## config.mk

```make
export PLATFORM = sky130hd
export DESIGN_NAME = video_frame_loss_tracker_unit
export DESIGN_NICKNAME = d
export VERILOG_FILES = /design/src/design/vflt_pkg.sv /design/src/design/vflt_div.sv /design/src/design/vflt_ctrl.sv /design/src/design/vflt_dp.sv /design/src/design/video_frame_loss_tracker_unit.sv
export SDC_FILE = /design/constraint.sdc
export NUM_CORES = 2
export LEC_CHECK = 0
export BUFFER_PORTS_ARGS = -buffer_cell sky130_fd_sc_hd__buf_2
export CAP_MARGIN = 20
export CORE_MARGIN = 4
export CORE_UTILIZATION = 40
export CTS_CLUSTER_SIZE = 20
export DETAILED_ROUTE_END_ITERATION = 10
export PLACE_DENSITY = 0.55
export REMOVE_ABC_BUFFERS = 1
export SYNTH_ARGS = -nofsm -noshare
export SYNTH_HDL_FRONTEND = slang
export SYNTH_SLANG_ARGS = --single-unit
```

## constraint.sdc

```tcl
create_clock -name clk -period 17.2 [get_ports clk]
set_input_delay 1.72 -clock clk [delete_from_list [all_inputs] [get_ports clk]]
set_output_delay 1.72 -clock clk [all_outputs]
set_load 0.1 [all_outputs]
```

## src/design/vflt_pkg.sv

```systemverilog
// vflt_pkg: shared types and constants for the video frame loss tracker.
// No dependencies.
package vflt_pkg;

  localparam int SEQ_BITS = 16;
  localparam int ENC_BITS = 24;

  localparam logic [1:0] KIND_I   = 2'd0;
  localparam logic [1:0] KIND_IDR = 2'd1;
  localparam logic [1:0] KIND_P   = 2'd2;
  localparam logic [1:0] KIND_B   = 2'd3;

  localparam logic [1:0] CFG_NB  = 2'd0;
  localparam logic [1:0] CFG_GOP = 2'd1;
  localparam logic [1:0] CFG_TFC = 2'd2;

  // shared divider operations
  localparam logic [1:0] OP_FDIV = 2'd0;  // frame / (B + 1)
  localparam logic [1:0] OP_GOP  = 2'd1;  // next anchor % gop
  localparam logic [1:0] OP_TFC  = 2'd2;  // |encoding + 1| % trace frame count

  typedef struct packed {
    logic start;
    logic op_sel;
  } div_cmd_t;

  typedef struct packed {
    logic busy;
    logic done;
  } div_sts_t;

endpackage

```

## src/design/vflt_div.sv

```systemverilog
// vflt_div: shared restoring divider, one quotient bit per cycle.
// Depends on vflt_pkg.
module vflt_div import vflt_pkg::*; #(
  parameter int W = 24
) (
  input  logic         clk,
  input  logic         rst_n,
  input  logic         start,
  input  logic [W-1:0] dividend,
  input  logic [W-1:0] divisor,
  output logic         done,
  output logic [W-1:0] quot,
  output logic [W-1:0] rem
);

  localparam int CW = $clog2(W + 1);

  logic [W-1:0]  q_r, q_nxt;
  logic [W:0]    r_r, r_nxt;
  logic [W-1:0]  d_r, d_nxt;
  logic [CW-1:0] cnt_r, cnt_nxt;
  logic          run_r, run_nxt;
  logic          done_r, done_nxt;
  logic [W:0]    trial;

  always_comb begin
    q_nxt = q_r; r_nxt = r_r; d_nxt = d_r; cnt_nxt = cnt_r;
    run_nxt = run_r; done_nxt = 1'b0;
    trial = {r_r[W-1:0], q_r[W-1]};
    if (start) begin
      q_nxt = dividend; r_nxt = '0; d_nxt = divisor;
      cnt_nxt = CW'(W); run_nxt = 1'b1;
    end else if (run_r) begin
      if (trial >= {1'b0, d_r}) begin
        r_nxt = trial - {1'b0, d_r};
        q_nxt = {q_r[W-2:0], 1'b1};
      end else begin
        r_nxt = trial;
        q_nxt = {q_r[W-2:0], 1'b0};
      end
      cnt_nxt = cnt_r - 1'b1;
      if (cnt_r == CW'(1)) begin
        run_nxt = 1'b0;
        done_nxt = 1'b1;
      end
    end
  end

  always_ff @(posedge clk) begin
    q_r <= q_nxt; r_r <= r_nxt; d_r <= d_nxt; cnt_r <= cnt_nxt;
    if (!rst_n) begin
      run_r <= 1'b0;
      done_r <= 1'b0;
    end else begin
      run_r <= run_nxt;
      done_r <= done_nxt;
    end
  end

  assign done = done_r;
  assign quot = q_r;
  assign rem  = r_r[W-1:0];

endmodule

```

## src/design/vflt_ctrl.sv

```systemverilog
// vflt_ctrl: sequencer for one packet: runs the divides it needs, then updates, then holds result.
// Depends on vflt_pkg.
module vflt_ctrl import vflt_pkg::*; (
  input  logic       clk,
  input  logic       rst_n,
  input  logic       in_fire,
  input  logic       need_div,
  input  logic       need_mod,
  input  logic       div_done,
  input  logic       out_fire,
  output logic       busy,
  output logic       div_start,
  output logic [1:0] div_op,
  output logic       cap,
  output logic       upd,
  output logic       out_vld
);

  typedef enum logic [3:0] {
    S_IDLE, S_D0, S_W0, S_D1, S_W1, S_D2, S_W2, S_UPD, S_OUT
  } st_t;
  st_t st_r;

  always_ff @(posedge clk) begin
    if (!rst_n) begin
      st_r <= S_IDLE;
    end else begin
      case (st_r)
        S_IDLE: if (in_fire) st_r <= S_D0;
        S_D0: st_r <= need_div ? S_W0 : (need_mod ? S_D2 : S_UPD);
        S_W0: if (div_done) st_r <= S_D1;
        S_D1: st_r <= S_W1;
        S_W1: if (div_done) st_r <= need_mod ? S_D2 : S_UPD;
        S_D2: st_r <= S_W2;
        S_W2: if (div_done) st_r <= S_UPD;
        S_UPD: st_r <= S_OUT;
        S_OUT: if (out_fire) st_r <= S_IDLE;
        default: st_r <= S_IDLE;
      endcase
    end
  end

  assign busy = (st_r != S_IDLE);
  assign cap = in_fire;
  assign div_start = (st_r == S_D0 && need_div) || st_r == S_D1 || st_r == S_D2;
  assign div_op = (st_r == S_D1 || st_r == S_W1) ? OP_GOP :
                  (st_r == S_D2 || st_r == S_W2) ? OP_TFC : OP_FDIV;
  assign upd = (st_r == S_UPD);
  assign out_vld = (st_r == S_OUT);

endmodule

```

## src/design/vflt_dp.sv

```systemverilog
// vflt_dp: tracker state, B-frame dependency math and saturating counters.
// Depends on vflt_pkg and vflt_div.
module vflt_dp import vflt_pkg::*; #(
  parameter int FRAME_NUM_BITS = 20,
  parameter int COUNTER_BITS   = 32
) (
  input  logic                      clk,
  input  logic                      rst_n,
  input  logic                      cap,
  input  logic                      upd,
  input  logic                      div_start,
  input  logic [1:0]                div_op,
  output logic                      div_done,
  output logic                      need_div,
  output logic                      need_mod,
  input  logic [SEQ_BITS-1:0]       seq_in,
  input  logic                      fs_in,
  input  logic                      fe_in,
  input  logic [FRAME_NUM_BITS-1:0] fn_in,
  input  logic [1:0]                kind_in,
  input  logic                      warm_in,
  input  logic                      cfg_we,
  input  logic [1:0]                cfg_idx,
  input  logic [31:0]               cfg_val,
  output logic [31:0]               o_prx,
  output logic [31:0]               o_plost,
  output logic [31:0]               o_frx,
  output logic [31:0]               o_fdrop,
  output logic [15:0]               o_lpk,
  output logic [19:0]               o_lfr,
  output logic                      o_trk
);

  localparam int EW = FRAME_NUM_BITS + 3;
  localparam int CB = COUNTER_BITS;
  localparam int DW = (FRAME_NUM_BITS + 2 > 21) ? FRAME_NUM_BITS + 2 : 21;

  typedef logic signed [EW-1:0] enc_t;

  logic [3:0]  nb_r;
  logic [10:0] gop_r;
  logic [20:0] tfc_r;

  logic [SEQ_BITS-1:0]       seq_r, last_seq_r;
  logic                      fs_r, fe_r, warm_r;
  logic [FRAME_NUM_BITS-1:0] fn_r;
  logic [1:0]                kind_r, ckind_r;
  logic                      synced_r, done_r, drop_r;
  enc_t                      lgi_r, lgp_r, cfn_r, cenc_r;
  logic [CB-1:0]             prx_r, plost_r, frx_r, fdrop_r;
  logic [15:0]               lpk_r;
  logic [19:0]               lfr_r;
  logic [DW-1:0]             last_r;
  logic [DW-1:0]             modr_r;

  enc_t fn_s, nb_s, enc, fn_nb1, last_s, next_s, mod_c, top, dd, cp1;
  logic [DW+1:0] lost_fr;
  logic [15:0]   lost_pk;
  logic          ok, gap;
  logic [EW-1:0] absv;

  always_ff @(posedge clk) begin
    if (!rst_n) begin
      nb_r <= 4'd2; gop_r <= 11'd12; tfc_r <= 21'd1048576;
    end else if (cfg_we) begin
      case (cfg_idx)
        CFG_NB:  nb_r  <= cfg_val[3:0];
        CFG_GOP: gop_r <= cfg_val[10:0];
        CFG_TFC: tfc_r <= cfg_val[20:0];
        default: ;
      endcase
    end
  end

  logic [DW-1:0] dvd, dvs, quo, rmd;
  logic [DW-1:0] next_w;
  assign next_w = last_r + DW'(nb_r) + DW'(1);

  always_comb begin
    case (div_op)
      OP_GOP: begin
        dvd = next_w;
        dvs = (gop_r == 11'd0) ? DW'(1) : DW'(gop_r);
      end
      OP_TFC: begin
        dvd = DW'(absv);
        dvs = (tfc_r == 21'd0) ? DW'(1) : DW'(tfc_r);
      end
      default: begin
        dvd = DW'(fn_r);
        dvs = DW'(nb_r) + DW'(1);
      end
    endcase
  end

  vflt_div #(.W(DW)) u_div (
    .clk(clk), .rst_n(rst_n), .start(div_start), .dividend(dvd), .divisor(dvs),
    .done(div_done), .quot(quo), .rem(rmd)
  );

  logic [DW-1:0] prod;
  assign prod = DW'(quo * (DW'(nb_r) + DW'(1)));

  logic gop_zero_r;
  always_ff @(posedge clk) begin
    if (div_done) begin
      case (div_op)
        OP_GOP:  gop_zero_r <= (rmd == '0);
        OP_TFC:  modr_r <= rmd;
        default: last_r <= prod;
      endcase
    end
  end

  assign need_div = synced_r && fs_r && (kind_r == KIND_B);
  assign need_mod = synced_r && gap;

  function automatic logic [CB-1:0] sat(input logic [CB-1:0] a, input logic [DW+1:0] b);
    logic [CB+DW+2:0] s;
    s = (CB+DW+3)'(a) + (CB+DW+3)'(b);
    return (s > (CB+DW+3)'({CB{1'b1}})) ? '1 : s[CB-1:0];
  endfunction

  always_comb begin
    fn_s = enc_t'(fn_r);
    nb_s = enc_t'(nb_r);
    if (kind_r == KIND_B) enc = fn_s + enc_t'(1);
    else if (kind_r == KIND_P) enc = fn_s - nb_s;
    else enc = (fn_s == 0) ? enc_t'(0) : fn_s - nb_s;
    fn_nb1 = fn_s - nb_s - enc_t'(1);
    last_s = enc_t'(last_r);
    next_s = enc_t'(next_w);
    cp1 = cenc_r + enc_t'(1);
    // remainder of |cp1| comes from the divider, sign follows the dividend
    absv = cp1[EW-1] ? -cp1 : cp1;
    mod_c = cp1[EW-1] ? -enc_t'(modr_r) : enc_t'(modr_r);
    top = (enc > cenc_r) ? enc : cenc_r;
    dd = top - cenc_r - enc_t'(1);
    ok = 1'b1;
    if (kind_r == KIND_P) ok = (lgi_r == fn_nb1) || (lgp_r == fn_nb1);
    else if (kind_r == KIND_B)
      ok = gop_zero_r ? (lgp_r == last_s && lgi_r == next_s) : (lgp_r == next_s);
    gap = (seq_r != last_seq_r + 16'd1);
    lost_pk = 16'd0;
    lost_fr = '0;
    if (gap) begin
      lost_pk = (seq_r > last_seq_r) ? seq_r - last_seq_r : 16'd1;
      if (enc > mod_c && dd > 0) lost_fr = (DW+2)'(dd);
      if (!done_r) lost_fr = lost_fr + 1'b1;
    end
    if (fs_r ? (fe_r && !ok) : (fe_r && (drop_r || (gap && !fs_r))))
      lost_fr = lost_fr + 1'b1;
  end

  always_ff @(posedge clk) begin
    if (cap) begin
      seq_r <= seq_in; fs_r <= fs_in; fe_r <= fe_in; fn_r <= fn_in;
      kind_r <= kind_in; warm_r <= warm_in;
    end
    if (!rst_n) begin
      synced_r <= 1'b0; last_seq_r <= '0; lgi_r <= enc_t'(-1); lgp_r <= enc_t'(-1);
      cfn_r <= '0; cenc_r <= '0; ckind_r <= '0; done_r <= 1'b1; drop_r <= 1'b0;
      prx_r <= '0; plost_r <= '0; frx_r <= '0; fdrop_r <= '0;
      lpk_r <= '0; lfr_r <= '0;
    end else if (upd) begin
      lpk_r <= '0; lfr_r <= '0;
      if (!synced_r) begin
        if (warm_r && kind_r[1] == 1'b0 && fs_r) begin
          last_seq_r <= seq_r;
          lgp_r <= (fn_s > 0) ? fn_nb1 : enc_t'(-1);
          cfn_r <= fn_s; cenc_r <= enc; ckind_r <= kind_r;
          if (fe_r) begin
            done_r <= 1'b1; lgi_r <= fn_s; frx_r <= sat(frx_r, (DW+2)'(1));
          end else begin
            drop_r <= 1'b0; done_r <= 1'b0; lgi_r <= enc_t'(-1);
          end
          prx_r <= sat(prx_r, (DW+2)'(1));
          synced_r <= 1'b1;
        end
      end else begin
        last_seq_r <= seq_r;
        if (fs_r) begin
          drop_r <= !ok;
          done_r <= fe_r;
          if (fe_r && ok) begin
            if (kind_r[1] == 1'b0) lgi_r <= fn_s;
            else if (kind_r == KIND_P) lgp_r <= fn_s;
          end
          cfn_r <= fn_s; cenc_r <= enc; ckind_r <= kind_r;
        end else begin
          if (gap) drop_r <= 1'b1;
          if (fe_r) begin
            if (!(drop_r || gap)) begin
              if (kind_r[1] == 1'b0) lgi_r <= cfn_r;
              else if (kind_r == KIND_P) lgp_r <= cfn_r;
            end
            done_r <= 1'b1;
          end
        end
        if (fe_r && (fs_r ? ok : !(drop_r || gap))) frx_r <= sat(frx_r, (DW+2)'(1));
        prx_r <= sat(prx_r, (DW+2)'(1));
        plost_r <= sat(plost_r, (DW+2)'(lost_pk));
        fdrop_r <= sat(fdrop_r, lost_fr);
        lpk_r <= lost_pk;
        lfr_r <= (lost_fr > (DW+2)'(20'hFFFFF)) ? 20'hFFFFF : lost_fr[19:0];
      end
    end
  end

  assign o_prx = 32'(prx_r);
  assign o_plost = 32'(plost_r);
  assign o_frx = 32'(frx_r);
  assign o_fdrop = 32'(fdrop_r);
  assign o_lpk = lpk_r;
  assign o_lfr = lfr_r;
  assign o_trk = synced_r;

endmodule

```

## src/design/video_frame_loss_tracker_unit.sv

```systemverilog
// video_frame_loss_tracker_unit: top level, stream ports and controller/datapath.
// Depends on vflt_pkg, vflt_ctrl, vflt_dp.
// One packet is in flight at a time; with out_tready high a plain packet passes
// through states D0, UPD and OUT from acceptance to the next acceptance. The
// shared bit-serial divider (DW = max(FRAME_NUM_BITS+2, 21) bits, 22 at the
// default) sets the rest: while tracking, a B-frame start fragment adds a divide
// for frame/(B+1) and one for the GOP modulo, and a sequence gap adds one for the
// encoding-order modulo. The result is held on out_ until taken. Registers are
// written only while idle; a pending register write takes precedence over an
// input word.
module video_frame_loss_tracker_unit import vflt_pkg::*; #(
  parameter int FRAME_NUM_BITS = 20,
  parameter int COUNTER_BITS   = 32
) (
  input  logic         clk,
  input  logic         rst_n,
  input  logic         in_tvalid,
  output logic         in_tready,
  // seq_number[15:0], fragment_start[16], fragment_end[17], frame_number[37:18],
  // frame_type[39:38], warmup_passed[40]
  input  logic [47:0]  in_tdata,
  output logic         out_tvalid,
  input  logic         out_tready,
  // packets_received, packets_lost, frames_received, frames_discarded (32 each),
  // lost_packets_now[143:128], lost_frames_now[163:144], tracking[164]
  output logic [167:0] out_tdata,
  input  logic         cfg_valid,
  output logic         cfg_ready,
  input  logic [1:0]   cfg_index,
  input  logic [31:0]  cfg_data
);

  logic busy, dstart, cap, upd, ovld, need_div, need_mod, ddone;
  logic [1:0] dop;
  logic [31:0] prx, plost, frx, fdrop;
  logic [15:0] lpk;
  logic [19:0] lfr;
  logic trk;

  assign in_tready = rst_n && !busy && !cfg_valid;
  assign cfg_ready = rst_n && !busy;

  vflt_ctrl u_ctrl (
    .clk(clk), .rst_n(rst_n), .in_fire(in_tvalid && in_tready), .need_div(need_div),
    .need_mod(need_mod), .div_done(ddone), .out_fire(out_tvalid && out_tready),
    .busy(busy), .div_start(dstart), .div_op(dop), .cap(cap), .upd(upd), .out_vld(ovld)
  );

  vflt_dp #(.FRAME_NUM_BITS(FRAME_NUM_BITS), .COUNTER_BITS(COUNTER_BITS)) u_dp (
    .clk(clk), .rst_n(rst_n), .cap(cap), .upd(upd), .div_start(dstart),
    .div_op(dop), .div_done(ddone), .need_div(need_div), .need_mod(need_mod),
    .seq_in(in_tdata[15:0]), .fs_in(in_tdata[16]), .fe_in(in_tdata[17]),
    .fn_in(FRAME_NUM_BITS'(in_tdata[37:18])), .kind_in(in_tdata[39:38]),
    .warm_in(in_tdata[40]),
    .cfg_we(cfg_valid && cfg_ready), .cfg_idx(cfg_index), .cfg_val(cfg_data),
    .o_prx(prx), .o_plost(plost), .o_frx(frx), .o_fdrop(fdrop),
    .o_lpk(lpk), .o_lfr(lfr), .o_trk(trk)
  );

  assign out_tvalid = ovld;
  assign out_tdata = {3'b000, trk, lfr, lpk, fdrop, frx, plost, prx};

`ifndef SYNTHESIS
  a_no_in_when_busy: assert property (@(posedge clk) disable iff (!rst_n)
    out_tvalid |-> !in_tready) else $error("input taken while result pending");
  a_out_hold: assert property (@(posedge clk) disable iff (!rst_n)
    out_tvalid && !out_tready |=> out_tvalid && $stable(out_tdata))
    else $error("result changed while stalled");
  a_track_sticky: assert property (@(posedge clk) disable iff (!rst_n)
    $past(out_tdata[164]) && $past(rst_n) |-> out_tdata[164])
    else $error("tracking dropped");
`endif

endmodule

```

==> impl_metrics.env <==
export IMPL_endpoint_kind="flop"
export IMPL_cts_tree="built"
export IMPL_ys_flop_type="dfxtp_1"
export IMPL_clk_pin_slew_worst_paths_ns=0.06
export IMPL_max_slew_margin_pct=26.9
export IMPL_critPathKind="reg -> reg"
export IMPL_core_um2=88200
export IMPL_arrival_ns=15.94
export IMPL_synth_edff_count=129
export IMPL_min_delay_start="u_dp.cfn_r[17]$_SDFFE_PN0P_"
export IMPL_top_usage_layer="met2"
export IMPL_row_count=109
export IMPL_design_area_um2=39700
export IMPL_wl_per_cell_um=20.9
export IMPL_layoutNonFillerInstCount=5631
export IMPL_cts_sinks=467
export IMPL_synth_area_um2=35500
export IMPL_drc=0
export IMPL_grt_pass1_vias=30600
export IMPL_power_switching_mw=0.975
export IMPL_grt_pass1_wl_mm=182
export IMPL_crit_family="simple AND/OR/NAND/NOR gates"
export IMPL_insertion_delay_ns=0.65
export IMPL_setup_viol=0
export IMPL_hold_viol=0
export IMPL_critical_path_max_fanout=18
export IMPL_root_buffer="clkbuf_16"
export IMPL_critPathSlowestCell="a41oi_2"
export IMPL_r2r_end="u_dp.o_fdrop[31]$_SDFFE_PN0P_"
export IMPL_drt_total_wl_mm=118
export IMPL_rsz0062_at_grt="false"
export IMPL_areaGrowthSynthToFinish_pct=11.6
export IMPL_synthXorXnorAreaFrac_pct=9.41
export IMPL_clkPwrFrac_pct=39.5
export IMPL_ios=258
export IMPL_min_path_cells=2
export IMPL_fin_skew_ns=0.0449
export IMPL_syn_inst=4298
export IMPL_cts_buffers=58
export IMPL_track_usage_pct=24.1
export IMPL_yosys_area_share_simple_pct=22.3
export IMPL_swShare_pct=30.9
export IMPL_synth_top_family_by_area="simple AND/OR/NAND/NOR gates"
export IMPL_grt_util_met3_pct=3.25
export IMPL_fin_nets=4751
export IMPL_die_height_um=306
export IMPL_antenna_found_initial=4
export IMPL_worst_hold_path_endpoint="u_dp.cfn_r[17]$_SDFFE_PN0P_"
export IMPL_grt_max_degree=63
export IMPL_post_route_period_util_pct=89.7
export IMPL_min_path_type="reg -> reg"
export IMPL_seq_area_frac_synth_pct=29.9
export IMPL_setup_tns_ns=0
export IMPL_dieArea_um2=93700
export IMPL_drive_gt1_share_pct=11.4
export IMPL_start_util_pct=40.3
export IMPL_crit_path_max_incr_delay_ns=0.87
export IMPL_h_tree_depth=2
export IMPL_drtPass1Iterations=6
export IMPL_r2r_slack_ns=1.77
export IMPL_tightest_slew_ns=1.07
export IMPL_final_core_util_pct=44.9
export IMPL_ir_drop_uv=81.5
export IMPL_path_buf_inv=1
export IMPL_synthAdderAreaFrac_pct=10.1
export IMPL_gp_congestion=0.947
export IMPL_clockBufferDepth=3
export IMPL_path_common_cell="nor3_1"
export IMPL_max_freq_ghz=0.0648
export IMPL_outcome="finished, final reports clean"
export IMPL_muxShareOfSynthArea_pct=2.10
export IMPL_fp_dieW_um=306
export IMPL_synth_compound_area_share_pct=21.1
export IMPL_yosys_warnings=0
export IMPL_power_frac_comb_pct=21.1
export IMPL_met2_usage_pct=39.4
export IMPL_cap_violations=0
export IMPL_first_iter_violations=2502
export IMPL_p_seq_share_pct=39.4
export IMPL_cts_hold_buf=0
export IMPL_vias=32600
export IMPL_p_leak_nw=15.4
export IMPL_placed_cells=5516
export IMPL_r2r_cells=49
export IMPL_period_minus_slack_ns=15.43
export IMPL_port_buffers=236
export IMPL_syn_area_per_cell_um2=8.27
export IMPL_dp_hpwl_mm=87.8
export IMPL_yosysUniqueCellTypes=103
export IMPL_powerDensity_nw_per_um2=79.6
export IMPL_cp_required_ns=17.71
export IMPL_crit_path_start_kind="flop"
export IMPL_intPower_mw=2.18
export IMPL_cts_setup_buffers=0
export IMPL_grt_overflow=0
export IMPL_fin_total_pwr_mw=3.15
export IMPL_ys_ff_latch=467
export IMPL_ant_nets=0
export IMPL_r2r_start="u_dp.fn_r[9]$_DFFE_PP_"
export IMPL_grt_use_met1_pct=33.5
export IMPL_cts_resized=0
export IMPL_slew_violations=0
export IMPL_placed_cell_area_um2=37700
export IMPL_async_flop_share_pct=0
export IMPL_via_per_inst=5.79
-- metal layers --
metal | up-vias | part of all wire [%]
li1 | 15900 | -
met4 | 6 | 3.0
met5 | - | 0.035
met2 | 1004 | 46
met1 | 15500 | 46
met3 | 175 | 5.7
-- cells by family after synthesis --
group / count (synthesis)
other: 1
buffers and inverters: 457
adder cells (fa/ha/maj): 250
multiplexers: 71
XOR/XNOR: 353
flip-flops: 467
AO/OA/AOI/OAI: 1134
AND/OR/NAND/NOR: 1565
-- through the flow --
| stage | setup slack [ns] | hold slack, ns |
|---|---|---|
| after global routing | 0.768 | 0.474 |
| final | 1.77 | 0.453 |
| after global placement | 1.97 | 0.438 |
| after CTS | 1.76 | 0.455 |
| after floorplan | 3.06 | 0.431 |
| after detailed placement | 1.73 | 0.447 |
-- power by group through the flow --
stage	registers (mW)	logic (mW)	clock network, mW
final	1.24	0.665	1.25
after global routing	1.25	0.742	1.32
after CTS	1.24	0.655	1.28
after detailed placement	1.27	0.650	0
after global placement	1.27	0.648	0
after floorplan	1.24	0.495	0
-- synth_stat cells (19+ instances only) --
master,n,share of area [%]
a211o_1,37,0.91
a211oi_1,53,1.1
a21o_1,33,0.70
a21oi_1,342,4.8
a22oi_1,19,0.40
a311oi_1,24,0.59
a31oi_1,52,0.92
and2_1,81,1.4
and3_1,77,1.4
clkbuf_1,204,2.2
dfxtp_1,338,19
edfxtp_1,129,11
fa_1,60,3.4
ha_1,190,6.7
inv_1,217,2.3
mux2_2,29,0.92
mux2i_1,42,1.2
nand2_1,456,4.8
nand2b_1,39,0.69
nand3_1,143,2.0
nand4_1,92,1.6
nor2_1,281,3.0
nor2b_1,59,1.0
nor3_1,94,1.3
nor4_1,52,0.92
o2111ai_1,23,0.57
o211ai_1,27,0.57
o21a_1,21,0.44
o21ai_0,245,3.5
o221a_2,21,0.67
o22ai_1,24,0.42
o31ai_1,29,0.61
or2_2,23,0.40
or3_1,55,0.97
or4_1,22,0.46
xnor2_1,206,5.1
xor2_1,129,3.2
-- worst min-delay path, cell delays in order, from the launching register on --
cell	delay, ns
dfxtp_1	0.30
nand2_1	0.05
a21oi_1	0.05
-- sequential cells by signal, summed over array words and instances (netlist names), 23 cells and up --
| signal | flops |
|---|---|
| u_dp.o_frx | 32 |
| u_dp.o_prx | 32 |
| u_dp.lgp_r | 23 |
| u_dp.o_fdrop | 32 |
| u_dp.o_plost | 32 |
-- how the worst max path moves through the flow --
stage	start	endpoint	slack [ns]	cells after the start
after floorplan	u_dp.fn_r[9]$_DFFE_PP_	u_dp.o_fdrop[1]$_SDFFE_PN0P_	3.06	49
after global placement	u_dp.fn_r[9]$_DFFE_PP_	u_dp.o_fdrop[31]$_SDFFE_PN0P_	1.97	49
after detailed placement	u_dp.fn_r[9]$_DFFE_PP_	u_dp.o_fdrop[31]$_SDFFE_PN0P_	1.73	49
after CTS	u_dp.fn_r[9]$_DFFE_PP_	u_dp.o_fdrop[31]$_SDFFE_PN0P_	1.76	49
after global routing	u_dp.fn_r[9]$_DFFE_PP_	u_dp.o_fdrop[31]$_SDFFE_PN0P_	0.77	49
final	u_dp.fn_r[9]$_DFFE_PP_	u_dp.o_fdrop[31]$_SDFFE_PN0P_	1.77	49
-- placed cells by master (no fill, tap or decap), types with 22 or more instances in the layout --
master	count
xnor2_1	206
nand2b_1	39
nor3_1	94
o211ai_1	27
clkbuf_16	58
nand2_1	455
nor2b_1	58
ha_1	190
a31oi_1	51
o2111ai_1	23
xor2_1	129
o31ai_1	28
a311oi_1	24
buf_2	236
a21o_1	33
nand3_1	143
a211oi_1	53
nor2_1	277
dfxtp_1	337
o22ai_1	24
edfxtp_1	129
buf_4	52
and3_1	77
mux2i_1	42
o21ai_0	244
nor4_1	52
a211o_1	37
or4_1	22
mux2_2	29
inv_1	217
and2_1	80
or3_1	55
nand4_1	92
fa_1	60
a21oi_1	341
or2_2	23
-- layout make-up --
type / instances / area (um^2)
fillers: 8794 / 48600
multi-input cells: 3377 / 23200
flip-flops and latches: 467 / 10600
repair buffers: 291 / 1640
clock buffers: 76 / 1570
well taps: 1165 / 1460
inverters: 219 / 827
clock inverters: 34 / 345
diodes: 2 / 5.00
No activity file was read; power rests on OpenSTA's default activity.
